$ cat config.mk
export PLATFORM = sky130hd
export DESIGN_NAME = lpht_ram
export DESIGN_NICKNAME = d
export VERILOG_FILES = /design/src/hdl/lpht_ram.sv
export SDC_FILE = /design/constraint.sdc
export NUM_CORES = 1
export LEC_CHECK = 0
export ABC_AREA = 1
export BUFFER_PORTS_ARGS = -buffer_cell sky130_fd_sc_hd__buf_2
export CAP_MARGIN = 10
export CORE_ASPECT_RATIO = 0.75
export CORE_MARGIN = 2
export CORE_UTILIZATION = 47
export CTS_CLUSTER_SIZE = 25
export DETAILED_ROUTE_END_ITERATION = 12
export GPL_TIMING_DRIVEN = 0
export HOLD_SLACK_MARGIN = 0.15
export SLEW_MARGIN = 0
export SYNTH_ARGS = -nofsm -noshare
export SYNTH_HDL_FRONTEND = slang
export SYNTH_SLANG_ARGS = --single-unit
export TNS_END_PERCENT = 1
$ cat constraint.sdc
create_clock -name i_clk -period 1.5 [get_ports i_clk]
set_clock_uncertainty 0.2 [all_clocks]
set_input_delay 0.3 -clock i_clk [delete_from_list [all_inputs] [get_ports i_clk]]
set_output_delay 0.3 -clock i_clk [all_outputs]
set_load 0.02 [all_outputs]
$ cat src/hdl/lpht_ram.sv
`timescale 1ns / 1ps
// ----------------------------------------------------------------------------
// lpht_ram
// Generic simple dual-port RAM: one write port, one read port, registered read.
// ----------------------------------------------------------------------------
module lpht_ram #(
    parameter int WIDTH = 8,
    parameter int DEPTH = 16
) (
    input  logic                     i_clk,
    input  logic                     i_we,
    input  logic [$clog2(DEPTH)-1:0] i_waddr,
    input  logic [WIDTH-1:0]         i_wdata,
    input  logic [$clog2(DEPTH)-1:0] i_raddr,
    output logic [WIDTH-1:0]         o_rdata
);

    logic [WIDTH-1:0] r_mem [DEPTH];

    always_ff @(posedge i_clk) begin
        if (i_we) begin
            r_mem[i_waddr] <= i_wdata;
        end
        o_rdata <= r_mem[i_raddr];
    end

endmodule

Word-level counts from Yosys, hierarchy flattened
Memories as Yosys holds them, arrays and structs flattened. A register that Yosys moved wholly into a read port is not among the register bits. Index checks and enable logic that the tools add are counted.

Muxes and demuxes: 2.

Operators by type and width (number): 1-bit 2-to-1 mux (2).

Register bits after elaboration: 0. RAM bits: 128. Bits of input ports: 18. Output and inout bits: 8. Logic and storage cells: 3. Memories kept: 1.

Memories: r_mem (words 16, bits a word 8, rd ports 1, clocked after Yosys merged registers in 1, write ports 1, line 18) `logic [WIDTH-1:0] r_mem [DEPTH];`.

Logic depth before layout (Yosys ltp)
Word-level depth: 2. Depth in mapped cells: 8. Gate-level depth less buffers: 7.

Worst setup path before layout
Ideal clock, no wire load.

Kind: input to register. From: input port i_waddr[3]. To: memory r_mem[4][0] (enable). Setup time: 0.370 ns. Arrival: 0.881 ns. Setup slack: 0.049 ns. Cell stages on the path: 2. Cells stage by stage: nand3b_1 nor2_1.

RTL lines: start, declared (line 12) `input logic [$clog2(DEPTH)-1:0] i_waddr,`; end, declared (line 18).

Straight into the memory's write port.

Final worst setup path
From: input port i_waddr[3]. To: memory r_mem[6][6] (enable).

Straight into the memory's write port.

==> impl_summary.md <==
Run status
The run finished, with violations left. The checks that failed: setup timing.

Global route
The pin count of the biggest net entering global routing is 17. The number of global-route vias before repair was 3,718. The total global routing overflow is 0.

The first global-routing pass estimated 21.7 mm of wire. The initial antenna violation count was 0. Global routing used 22.9% of the available tracks across all layers.

Timing
The worst hold slack is 0.186 ns. The worst slew margin relative to its limit is 41.0%. The number of hold-slack violations in the final timing report is 0. The final period utilization is 104%.

The number of max-slew violations in the final report was 0. Across all setup checks in the final design, the least slack found is -0.0668 ns. The final-report setup violation count is 24. Derived from the worst setup path, the maximum achievable clock frequency is 0.638 GHz. Setup repair after global routing could not meet its margin everywhere.

The smallest clock period supported by the final layout is computed as 1.57 ns. The measured slew at the worst slew-check pin is 0.882 ns.

Yosys
The synthesis-stage register bit count is 136. Summing the areas of all fa, ha and maj instances in the mapped netlist gives 0% of the synthesized area. The main combinational cell family by area after synthesis is simple AND/OR/NAND/NOR gates. Dividing the synthesized area by the synthesized cell count gives 10.5 um^2. The post-synthesis xor/xnor area fraction is 0%. Sequential cells were found to cover 69.4% of the synthesized design area.

The multiplexer area fraction after synthesis is 0%. Synthesis produced a netlist whose cell count is 551. The compound-gate portion of the synthesized area is 0%. The cell area that synthesis handed to floorplanning was 5770 um^2. After Yosys synthesis, and, or, nand and nor cells account for 21.0% of the synthesized area.

The number of nets in the synthesized netlist is 569. For this run, the number of Yosys warnings is 0. The count of cell types in the netlist is 12.

Setup path
The category of the worst setup path launch point is a primary input. STA classifies the critical path endpoint as a flop. The largest driver fanout on the critical path is 8.

Data on the critical path is required at its endpoint by 1.33 ns. The largest stage delay on the critical path is 0.72 ns. The data arrival time of the worst path is 1.40 ns. The startpoint identified for the worst register-to-register timing path is r_mem[1][4]. The critical path startpoint is i_waddr[3]. The setup path with the least slack is of type primary input to flop.

Among all stages on the critical path, the largest delay is contributed by nor2_1. Walking the worst path, the cells encountered are buf_2, nand3b_1, nor2_1. The category of cells accounting for the largest share of critical-path delay is simple AND/OR/NAND/NOR gates.

The number of buffers and inverters on the critical path is 1.

Placement
The HPWL after detailed placement is 9.11 mm. Buffers placed on the I/O ports in this run total 22. At the end of routability-driven placement, the weighted congestion stood at 0.884. The area after detailed placement is 6080 um^2.

In this run, placement finished with an instance count of 739. The setup slack at placement is -0.497 ns.

CTS
In this run the deepest clock path goes through 2 buffers. The TritonCTS clock tree is built. TritonCTS created 17 clock buffers. Clock tree synthesis found a total of 136 sinks. In this run the number of H-tree levels came out at 4.

The worst-skew pair later-pin latency is 0.41 ns. The number of setup buffers added after CTS is 0. After clock tree synthesis, the clock-pin slew on the worst setup and hold paths is 0.06 ns. The root buffer cell chosen for the clock tree is clkbuf_16.

Detailed routing
The iteration count of the initial detailed-routing pass is 5. The post-detailed-routing wire length is 14.3 mm. The DRC violation count after routing is 0. The detailed router finished its first iteration with 398 violations. The total number of vias is 3,900.

After detailed routing, the average wire length per cell comes to 18.3 um. The via density per instance is 4.99. In this run the remaining antenna-violating nets after routing total 0.

Pwr
The worst vdd rail ir drop is 904 uV. In this run the static leakage power is 2.94 nW. The final total power is 9.00 mW. In this run the power density over the cells is 1330 nW/um^2.

Die
The die height is 99.9 um. In this run the standard cell core region covers 12,100 um^2. After floorplanning, the core was divided into 35 placement rows. The total I/O pin count is 26. The die covers 13,200 um^2. The initial core utilization is 47.5%. The die width is 132 um.

Cells and area
The count of filler cells inserted in the layout is 1,039. Of the cells placed in the final design, the portion with a size suffix greater than 1 is 13.0%. Relative to the synthesized area, the layout overhead comes to 17.7%. With fillers left out, the area of the finished cells amounts to 6790 um^2.

The final non-filler cell total is 781. For this run, the post-layout net count is 620. 0 antenna diodes ended up in the layout.

Flow run
The number of max-capacitance violations reported is 0.

Min path
The startpoint identified for the worst hold timing path is i_raddr[1]. The worst hold path belongs to the class primary input to flop.
==> metal layers <==
| layer | vias to the layer above | track usage, % | part of all wire [%] |
|---|---|---|---|
| li1 | 1875 | - | - |
| met5 | - | 0 | 0 |
| met3 | 19 | 6.26 | 10 |
| met4 | 0 | 8.03 | 1.7 |
| met1 | 1815 | 33.0 | 45 |
| met2 | 191 | 33.6 | 43 |
==> repair_timing <==
| item | in CTS | in global routing |
|---|---|---|
| hold endpoints to repair | 121 | 0 |
| resized for setup | 1 | 5 |
| hold buffers | 10 | 0 |
| setup endpoints to repair | 40 | 64 |
==> layout by cell type (no fill, tap or decap), drive strengths merged <==
cell type	instances
nor2	17
dfxtp	8
buf	46
clkinvlp	1
nand3	97
bufinv	3
nand3b	2
clkinv	10
clkbuf	18
dlygate4sd3	10
nand2	173
edfxtp	128
inv	102
==> cells in the mapped netlist, drive strengths merged <==
master,number,area [um^2]
inv,102,383
nand2,173,649
nand3,97,485
dfxtp,8,160
buf,24,166
nor2,17,63.8
nand3b,2,15.0
edfxtp,128,3840
==> sequential cells by signal, indices dropped and copies added, names as in the netlist <==
register,cells
r_mem,128
o_rdata,8
==> where the power goes <==
group          leakage (nW)  internal [mW]  switching, mW  total, mW
Clock                 0.284           2.59           1.53       4.12
Combinational          1.43          0.181          0.431      0.611
Sequential             1.22           4.25         0.0208       4.27
Total                  2.94           7.02           1.98       9.00
==> path summary, 6_finish.rpt <==
| kind | slack, ns | endpoint | cells past startpoint |
|---|---|---|---|
| worst max-delay path | -0.07 | r_mem[6][6] | 3 |
| worst min-delay path | 0.19 | o_rdata[1] | 5 |
| worst max register to register | 0.19 | o_rdata[4] | 6 |
| worst min register to register | 0.49 | o_rdata[2] | 6 |
==> through the flow <==
step,util [%],setup TNS (ns)
after floorplan,-,0
after global placement,50.2,-47.28
after detailed placement,50.2,-49.67
after CTS,55.8,-1.49
after global routing,55.9,-2.99
final,55.9,-1.18
==> final cells by class <==
cell class / instances / area [um^2] / area share, %
Sequential cell: 136 / 4000 / 59.0
Multi-Input combinational cell: 289 / 1230 / 18.1
Clock buffer: 18 / 429 / 6.32
Inverter: 102 / 383 / 5.64
Timing Repair Buffer: 32 / 210 / 3.10
Tap cell: 166 / 208 / 3.06
Buffer: 24 / 166 / 2.45
Clock inverter: 14 / 158 / 2.32
==> worst min-delay path, cell delays in order <==
cell	delay, ns
buf_2	0.14
nand3_1	0.10
nand3_1	0.08
nand3_1	0.08
nand2_1	0.06
==> cells by family after synthesis <==
| family | count (synthesis) |
|---|---|
| AND/OR/NAND/NOR | 289 |
| flip-flops | 136 |
| buffers and inverters | 126 |
Note: power is estimated with default switching activity, not from simulation.
